<file path="config.mk">
export PLATFORM = sky130hd
export DESIGN_NAME = brb_ctrl
export DESIGN_NICKNAME = d
export VERILOG_FILES = /design/src/rtl/brb_pkg.sv /design/src/rtl/brb_ctrl.sv
export SDC_FILE = /design/constraint.sdc
export NUM_CORES = 1
export LEC_CHECK = 0
export BUFFER_PORTS_ARGS = -buffer_cell sky130_fd_sc_hd__buf_2
export CAP_MARGIN = 15
export CORE_AREA = 2 2 39 41
export DETAILED_ROUTE_END_ITERATION = 10
export DIE_AREA = 0 0 41 43
export SKIP_CTS_REPAIR_TIMING = 1
export SYNTH_ARGS = -nofsm -noshare
export SYNTH_HDL_FRONTEND = slang
export SYNTH_SLANG_ARGS = --single-unit
</file>
<file path="constraint.sdc">
create_clock -name clock -period 1.9 [get_ports clock]
set_clock_uncertainty 0.2 [all_clocks]
set_input_delay 0.38 -clock clock [delete_from_list [all_inputs] [get_ports clock]]
set_output_delay 0.38 -clock clock [all_outputs]
set_load 0.05 [all_outputs]
</file>
<file path="src/rtl/brb_pkg.sv">
// ----------------------------------------------------------------------------
// brb_pkg
// Shared types and constants of the byte ring buffer: payload structs,
// operation and status codes, controller state and controller/datapath links.
// ----------------------------------------------------------------------------
package brb_pkg;

   // ring geometry
   localparam int CAPACITY   = 1024;
   localparam int INDEX_BITS = 32;
   localparam int ADDR_BITS  = $clog2(CAPACITY);

   // fixed field widths of the ports
   localparam int PORT_INDEX_BITS = 32;
   localparam int FILL_COUNT_BITS = 11;
   localparam int BYTE_BITS       = 8;

   // both indices start at minus 500, wrapped
   localparam logic [INDEX_BITS-1:0] RESET_INDEX = ~INDEX_BITS'(499);
   localparam logic [INDEX_BITS-1:0] CAPACITY_INDEX = INDEX_BITS'(CAPACITY);

   // operation codes
   typedef enum logic [1:0] {
      KIND_PUSH  = 2'd0,
      KIND_POP   = 2'd1,
      KIND_WRITE = 2'd2,
      KIND_READ  = 2'd3
   } kind_type;

   // result status codes
   typedef enum logic [1:0] {
      STATUS_OK    = 2'd0,
      STATUS_BLOCK = 2'd1,
      STATUS_RANGE = 2'd2
   } status_type;

   // controller states
   typedef enum logic [1:0] {
      ST_IDLE,
      ST_EXEC,
      ST_RESP
   } state_type;

   // ram address source
   typedef enum logic [1:0] {
      ADDR_END,
      ADDR_START,
      ADDR_INDEX
   } addr_sel_type;

   // input item
   typedef struct packed {
      kind_type                   kind;
      logic [BYTE_BITS-1:0]       write_data;
      logic [PORT_INDEX_BITS-1:0] index;
      logic                       last;
   } req_type;

   // result item
   typedef struct packed {
      status_type                 status;
      logic [BYTE_BITS-1:0]       read_data;
      logic [FILL_COUNT_BITS-1:0] fill_count;
      logic [PORT_INDEX_BITS-1:0] first_index;
      logic [PORT_INDEX_BITS-1:0] next_index;
      logic                       run_end;
   } rsp_type;

   // controller to datapath
   typedef struct packed {
      logic         load;
      logic         exec;
      logic         mem_we;
      logic         mem_re;
      addr_sel_type addr_sel;
      logic         adv_start;
      logic         adv_end;
      status_type   code;
   } dp_cmd_type;

   // datapath to controller
   typedef struct packed {
      kind_type kind;
      logic     full;
      logic     empty;
      logic     in_range;
      logic     at_end;
   } dp_status_type;

endpackage

</file>
<file path="src/rtl/brb_ctrl.sv">
// ----------------------------------------------------------------------------
// brb_ctrl
// Controller of the byte ring buffer: capture, execute and respond sequence,
// operation decode into datapath commands, overwrite mode register.
// ----------------------------------------------------------------------------
module brb_ctrl (
   input  logic                   clock,
   input  logic                   reset,
   input  logic                   start,
   output logic                   busy,
   input  logic                   csr_valid,
   output logic                   csr_ready,
   input  logic                   csr_data,
   input  brb_pkg::dp_status_type status,
   output brb_pkg::dp_cmd_type    cmd,
   output logic                   rsp_valid
);
   import brb_pkg::*;

   state_type state_ff;
   state_type state_in;
   logic      overwrite_ff;

   // configuration register, always ready
   assign csr_ready = 1'b1;

   always_ff @(posedge clock) begin
      if (reset) begin
         overwrite_ff <= 1'b0;
      end else if (csr_valid && csr_ready) begin
         overwrite_ff <= csr_data;
      end
   end

   // state register
   always_ff @(posedge clock) begin
      if (reset) begin
         state_ff <= ST_IDLE;
      end else begin
         state_ff <= state_in;
      end
   end

   // next state and commands
   always_comb begin
      state_in      = state_ff;
      busy          = 1'b1;
      rsp_valid     = 1'b0;
      cmd           = '0;
      cmd.addr_sel  = ADDR_END;
      cmd.code      = STATUS_OK;
      unique case (state_ff)
         ST_IDLE: begin
            busy = 1'b0;
            if (start) begin
               cmd.load = 1'b1;
               state_in = ST_EXEC;
            end
         end
         ST_EXEC: begin
            cmd.exec = 1'b1;
            state_in = ST_RESP;
            unique case (status.kind)
               KIND_PUSH: begin
                  if (status.full && !overwrite_ff) begin
                     cmd.code = STATUS_BLOCK;
                  end else begin
                     cmd.mem_we    = 1'b1;
                     cmd.addr_sel  = ADDR_END;
                     cmd.adv_end   = 1'b1;
                     cmd.adv_start = status.full;
                  end
               end
               KIND_POP: begin
                  if (status.empty) begin
                     cmd.code = STATUS_BLOCK;
                  end else begin
                     cmd.mem_re    = 1'b1;
                     cmd.addr_sel  = ADDR_START;
                     cmd.adv_start = 1'b1;
                  end
               end
               KIND_WRITE: begin
                  if (!status.in_range) begin
                     cmd.code = STATUS_RANGE;
                  end else begin
                     // writing at the end extends the ring
                     cmd.mem_we    = 1'b1;
                     cmd.addr_sel  = ADDR_INDEX;
                     cmd.adv_end   = status.at_end;
                     cmd.adv_start = status.at_end && status.full;
                  end
               end
               KIND_READ: begin
                  if (!status.in_range || status.at_end) begin
                     cmd.code = STATUS_RANGE;
                  end else begin
                     cmd.mem_re   = 1'b1;
                     cmd.addr_sel = ADDR_INDEX;
                  end
               end
               default: begin
                  cmd.code = STATUS_OK;
               end
            endcase
         end
         ST_RESP: begin
            rsp_valid   = 1'b1;
            state_in    = ST_IDLE;
         end
         default: begin
            state_in = ST_IDLE;
         end
      endcase
   end

   // checks
   a_rsp_after_accept: assert property (@(posedge clock) disable iff (reset)
      (start && !busy) |-> ##2 rsp_valid)
      else $error("result strobe not two cycles after accepted transfer");

   a_rsp_single: assert property (@(posedge clock) disable iff (reset)
      rsp_valid |=> !rsp_valid)
      else $error("result strobe held longer than one cycle");

   a_mem_one_access: assert property (@(posedge clock) disable iff (reset)
      !(cmd.mem_we && cmd.mem_re))
      else $error("ram read and write in the same cycle");

   a_no_accept_in_flight: assert property (@(posedge clock) disable iff (reset)
      cmd.load |=> !cmd.load ##1 !cmd.load)
      else $error("transfer accepted while an item is in flight");

endmodule

</file>
* Word level (Yosys, flattened, before mapping)
Index checks and enable logic that the tools add are counted.
Storage, ports and cells: latch bits 0, memory bits (read-only) 0, bits in writable memories 0, memories kept 0, flip-flop bits (word level) 3
Operators by class: $lt $le $gt $ge 0, multipliers 0, bitwise operators 0, multiplexer cells 23, equal/unequal tests 6, divide/modulo/power cells 0, reductions and logical operators 7, add/subtract/negate cells 0, shifts and indexed selects 0
Operators by type and width (count):
- case mux 2 bit (4 select lines) | 2
- two-way mux 9 bit | 1
- two-way mux 1 bit | 8
- two-way mux 2 bit | 4
- two-way mux 4 bit | 2
- == test 2 bit, second input constant | 3
- case mux 1 bit (2 select lines) | 3
- == test 2 x 1 -> 1 bit, second input constant | 2
- logical NOT 2 bit | 2
- case mux 2 bit (2 select lines) | 1
- two-way mux 3 bit | 1
- case mux 1 bit (3 select lines) | 1
- logical AND 1 bit | 2
- logical NOT 1 bit | 2
- inequality test 2 bit, second input constant | 1
- logical OR 1 bit | 1

* Depth between registers and ports, before layout
Gate-level depths: netlist (run 1).
word-level depth 5, depth in mapped cells 4, gate-level depth less buffers 4

* Worst setup path after synthesis (run 1)
No wires, ideal clock.
path kind flip-flop to output port, from reg state_ff[1], to out cmd[4] in the netlist's numbering, slack -331 ps, stages on the path, launching flop included 5, arrival 1651 ps, path through dfxtp_1 -> nand2b_4 -> inv_1 -> nand2_1 -> nor3_1
RTL lines:
- start: declaration | RTL line brb_ctrl.sv:20 | state_type state_ff;
- start signal: assignment | RTL line brb_ctrl.sv:40 | state_ff <= state_in;
- end: declaration | RTL line brb_ctrl.sv:15 | output brb_pkg::dp_cmd_type cmd,

==> results.txt, run 1 <==
----------------------------------------------------
[Status]
  Status ... complete, but fails checks
  Failing checks ... negative setup slack

[Route]
  1st-pass router iterations ... 2
  Routed length per instance ... 9.54 um
  Number of design-rule violations left by the first detailed-router iteration ... 4
  DR DRC count ... 0
  Vias/cell ... 4.28
  Vias after detailed routing ... 364
  Routed wire length ... 811 um
  Post-route ant nets ... 0

[Die]
  Starting Density ... 0.198
  Die area ... 1760 sq um
  IO Pins ... 24
  Placeable core area ... 1380 sq um
  Horizontal extent of the die ... 41 um
  Die Span Y ... 43 um
  Row count ... 14

[Clock network]
  Num CTS Buffers ... 3
  CTS root buf ... clkbuf_4
  Count of H-tree levels built during CTS ... 1
  CTS tree ... yes
  Clock network latency to the later pin of the worst-skew pair ... 0.23 ns
  Bufs on Longest Clock Path ... 2
  Clock Pin Slew Worst Setup and Hold Paths ... 0.04 ns
  Clock sink count ... 3

[Finish]
  Number of antenna diodes ... 0
  Fraction of final layout cells with drive strength greater than 1 ... 0.594
  Final-stage net count ... 81
  Util after Layout ... 0.373
  Area growth from synthesis to layout ... 88.1%
  Highest-count cells in the layout ignoring fill and taps ... buf_2 (17), buf_4 (6), nand2_1 (5), clkbuf_4 (4)
  Most common cell after layout, fill and taps aside ... buf_2

[Synth]
  Sequential element share of the synthesized area ... 0.219
  Number of storage elements in the synthesis netlist ... 3
  Cell variety after synth ... 20
  Gate count after technology mapping ... 41
  Post-synthesis net count ... 52
  Per-instance average area after synthesis ... 6.68 sq um
  Warnings, synthesis ... 0
  Mapped Area ... 274 sq um

[Global route]
  Met3 usage in global routing ... 0.0524
  Met1 demand-to-capacity share in global routing ... 0.111
  Number of global-route vias before repair ... 316
  Total Routing Usage GR ... 0.100
  Global route hottest layer ... met2
  Pin count of the biggest net entering global routing ... 11
  Antenna violations before repair ... 0
  Global-route wire length before repair ... 1170 um
  Met2 track demand over resource ... 0.134
  Total congestion overflow ... 0

[Power]
  Worst vdd rail ir drop ... 0.239 mV
  LEAKAGE ... 0.000261 uW
  Power per unit of standard cell area ... 576 nW/um^2

[Placed design]
  Count of input and output buffers ... 22
  Setup slack after placement ... -0.0323 ns
  Last weighted congestion value of the routability-driven placer ... 0.683
  HPWL reported at the end of detailed placement ... 598 um

[Job]
  Max Cap Violations ... 0

[Timing]
  Final worst-path cycle share ... 1.04
  Crit path setup slack, layout ... -0.0694 ns
  Hold violation total from the final report ... 0
  Total of endpoints with negative setup slack in the final report ... 2
  Setup repair after global routing missed its margin ... true
  Highest clock rate ... 0.508 GHz
  Final min period ... 1.97 ns
  Slew Limit Fails ... 0
  Setup Total Neg Slack ... -0.126 ns

[Worst setup path]
  Worst setup EP type ... output pin
  Required time reported for the critical path endpoint ... 1.32 ns
  Worst EP arrival ... 1.39 ns
  Largest fanout on the critical path ... 4
  Critical path type ... flip-flop to output pin
  Kind of start point of the critical path ... flip-flop

[Min path]
  Path category of the worst min-delay check ... input pin to flip-flop

----------------------------------------------------
## sequential cells by signal (all words and copies together), names as in the netlist
name / flops
state_ff: 2
overwrite_ff: 1
## where the power goes
| group | total (uW) | internal (uW) | switching (uW) | leakage, uW |
|---|---|---|---|---|
| clock | 114 | 78.8 | 34.9 | 0.0000150 |
| combinational | 113 | 39.7 | 73.2 | 0.000221 |
| sequential | 70.2 | 67.0 | 3.23 | 0.0000251 |
| total | 297 | 186 | 111 | 0.000261 |
## cell families after synthesis
family | count (synthesis) | share of synthesized area
DFF | 3 | 0.219
other | 1 | 0.0137
and+or+nand+nor | 23 | 0.466
muxes | 1 | 0.0365
buffers and inverters | 6 | 0.114
AOI/OAI and AO/OA | 7 | 0.151
## final cells by class
class | count | area [sq um]
Clock buffer | 4 | 26.3
Multi-Input combinational cell | 32 | 225
Timing Repair Buffer | 27 | 171
Inverter | 3 | 11.3
Sequential cell | 3 | 61.3
Fill cell | 153 | 868
Tap cell | 16 | 20.0
## Yosys cell counts
master,instances,area (sq um)
inv_1,3,11.3
or3_1,1,6.26
o21a_1,1,7.51
and3_1,1,6.26
conb_1,1,3.75
or2_2,1,6.26
a21oi_1,5,25.0
mux2i_1,1,10.0
o22a_1,1,8.76
nor3b_1,2,15.0
dfxtp_1,3,60.1
nand2b_4,1,13.8
nor2_1,5,18.8
nand2_1,5,18.8
nand2b_1,1,6.26
and2b_2,1,8.76
buf_2,1,5.00
nor3_1,4,20.0
buf_4,2,15.0
nand3b_1,1,7.51
## metal layers
layer  up-vias  share of wire
met5         -              0
met4         0              0
met3         0           0.11
met2        19           0.48
met1       157           0.41
li1        188              -
## final timing paths
path | cells after the start | slack [ns] | from | end
worst min-delay path | 2 | 0.12 | reset | state_ff[1]
worst max-delay path | 4 | -0.07 | state_ff[1] | cmd[7]
worst max register to register | 2 | 0.86 | state_ff[0] | state_ff[0]
worst min register to register | 2 | 0.34 | state_ff[1] | state_ff[0]
## critical path: stages (launching register included)
cell and delay, ns:
dfxtp_2 0.31, nand2b_4 0.14, or3_4 0.40, a21oi_4 0.13, buf_6 0.17
## stage by stage
step	instance area (sq um)	power (uW)	instances	hold slack (ns)
2_1_floorplan	289	144	41	0.252
5_1_grt	515	318	85	0.127
4_1_cts	448	291	83	0.123
3_5_place_dp	422	172	79	0.301
3_3_place_gp	422	172	79	0.293
6_report	515	297	85	0.123
Power figures use the tool's default switching activity.
==> run 2, diff against run 1 <==
clock period = 2.5 ns   (was 1.9 ns; I/O delays follow)
==> run 2 against run 1 <==
The flow now finishes without violations. Sequential cell count did not move. Power decreased by 29%. Count of clock-buffer cells in the layout stayed put. Largest cell class unchanged.
==> results.txt, run 2 (synthesis results as in run 1) <==
----------------------------------------------------
[Worst setup path]
  List of cells traversed by the critical path ... buf_2 > nor3b_1 > or3_1 > a21oi_1 > buf_2
  Maximum single-stage delay on the critical path ... 0.34 ns
  Critical-path top delay cell ... or3_1
  Largest fanout on the critical path ... 11
  Worst EP arrival ... 1.51 ns
  Required time reported for the critical path endpoint ... 1.80 ns
  Cell type group with the largest total delay on the critical path ... buffers and inverters
  Critical path type ... input pin to output pin
  Kind of start point of the critical path ... input pin
  Most repeated library cell on the critical path ... buf_2
  Worst setup EP type ... output pin
  Critical path buffer and inverter count ... 2

[Power]
  Share of total power in combinational logic ... 0.338
  Power per unit of standard cell area ... 515 nW/um^2
  Sequential fraction of design power ... 0.251
  Cell internal power dissipation ... 132 uW
  Switching power as a share of total power ... 0.375
  Worst vdd rail ir drop ... 0.185 mV
  Post-route total power ... 211 uW
  Switching component of the power ... 79.3 uW
  Part of the power in the clock network ... 0.411
  LEAKAGE ... 0.000232 uW

[Clock network]
  CTS tree ... yes
  Num CTS Buffers ... 3
  Count of H-tree levels built during CTS ... 1
  Bufs on Longest Clock Path ... 2
  CTS root buf ... clkbuf_4
  Clock Pin Slew Worst Setup and Hold Paths ... 0.04 ns
  Clock network latency to the later pin of the worst-skew pair ... 0.23 ns
  Clock sink count ... 3

[Placed design]
  Setup slack after placement ... 0.302 ns
  HPWL reported at the end of detailed placement ... 584 um
  Count of input and output buffers ... 22
  Last weighted congestion value of the routability-driven placer ... 0.659

[Finish]
  Fraction of final layout cells with drive strength greater than 1 ... 0.438
  Leading registers by flop count ... state_ff: 2 flops, overwrite_ff: 1 flops
  Flip-flop count of the largest register after layout ... 2
  Final-stage net count ... 76
  Util after Layout ... 0.297
  Filler cell count in the final layout ... 155
  Multi-input logic area ... 183 sq um
  Area growth from synthesis to layout ... 49.8%
  Sequential cell area ... 60.1 sq um
  Largest Register ... state_ff
  Most common cell after layout, fill and taps aside ... buf_2
  Number of antenna diodes ... 0
  Highest-count cells in the layout ignoring fill and taps ... buf_2 (22), nand2_1 (5), a21oi_1 (5), nor2_1 (5), nor3_1 (4)

[Timing]
  Setup repair after global routing missed its margin ... false
  Slew Limit Fails ... 0
  Total of endpoints with negative setup slack in the final report ... 0
  Crit path setup slack, layout ... 0.295 ns
  Final worst-path cycle share ... 0.882
  Hold violation total from the final report ... 0
  Final min period ... 2.21 ns
  Setup Total Neg Slack ... 0 ns
  Highest clock rate ... 0.453 GHz

[Route]
  Vias after detailed routing ... 337
  1st-pass router iterations ... 3
  Number of design-rule violations left by the first detailed-router iteration ... 8
  Routed wire length ... 728 um
  Routed length per instance ... 9.10 um
  Vias/cell ... 4.21
  DR DRC count ... 0
  Post-route ant nets ... 0

[Die]
  Die Span Y ... 43 um
  IO Pins ... 24
  Row count ... 14
  Horizontal extent of the die ... 41 um
  Die area ... 1760 sq um
  Starting Density ... 0.198
  Placeable core area ... 1380 sq um

[Global route]
  Pin count of the biggest net entering global routing ... 12
  Number of global-route vias before repair ... 308
  Total congestion overflow ... 0
  Total Routing Usage GR ... 0.105
  Global-route wire length before repair ... 1250 um
  Antenna violations before repair ... 0

[Status]
  Status ... complete, no violations

[Job]
  Max Cap Violations ... 0

[Min path]
  Path category of the worst min-delay check ... input pin to flip-flop

----------------------------------------------------
## run 2: power by group through the flow
stage	Clock [uW]	Combinational, uW	Sequential, uW
floorplan	0	53.8	53.5
global placement	0	70.7	53.9
detailed placement	0	71.4	53.9
CTS	91.1	71.7	53.1
global route	100	77.0	53.9
finish	86.8	71.4	53.1
## run 2: through the flow
stage | hold slack (ns) | std cells | instance area (sq um)
5_1_grt | 0.262 | 80 | 410
3_5_place_dp | 0.295 | 76 | 384
3_3_place_gp | 0.289 | 76 | 384
2_1_floorplan | 0.269 | 41 | 274
6_report | 0.257 | 80 | 410
4_1_cts | 0.246 | 80 | 410
## run 2: path summary, 6_finish.rpt
path	from	end	slack (ns)	depth (start not counted)
setup reg to reg	state_ff[0]	state_ff[0]	1.48	2
hold reg to reg	state_ff[0]	state_ff[1]	0.29	2
setup / recovery	status[5]	cmd[2]	0.29	5
hold / removal	reset	state_ff[1]	0.26	2
## run 2: metal layers
layer / share of wire / GRT usage / vias to the layer above
met5: 0 / 0 / -
met4: 0 / 0.0800 / 0
met3: 0.093 / 0.0314 / 0
met2: 0.42 / 0.144 / 19
met1: 0.48 / 0.131 / 138
li1: - / - / 180
## run 2: layout make-up
| class | count | area share |
|---|---|---|
| clock buffers | 4 | 0.0640 |
| inverters | 3 | 0.0274 |
| multi-input cells | 32 | 0.445 |
| flip-flops and latches | 3 | 0.146 |
| well taps | 16 | 0.0488 |
| repair buffers | 22 | 0.268 |
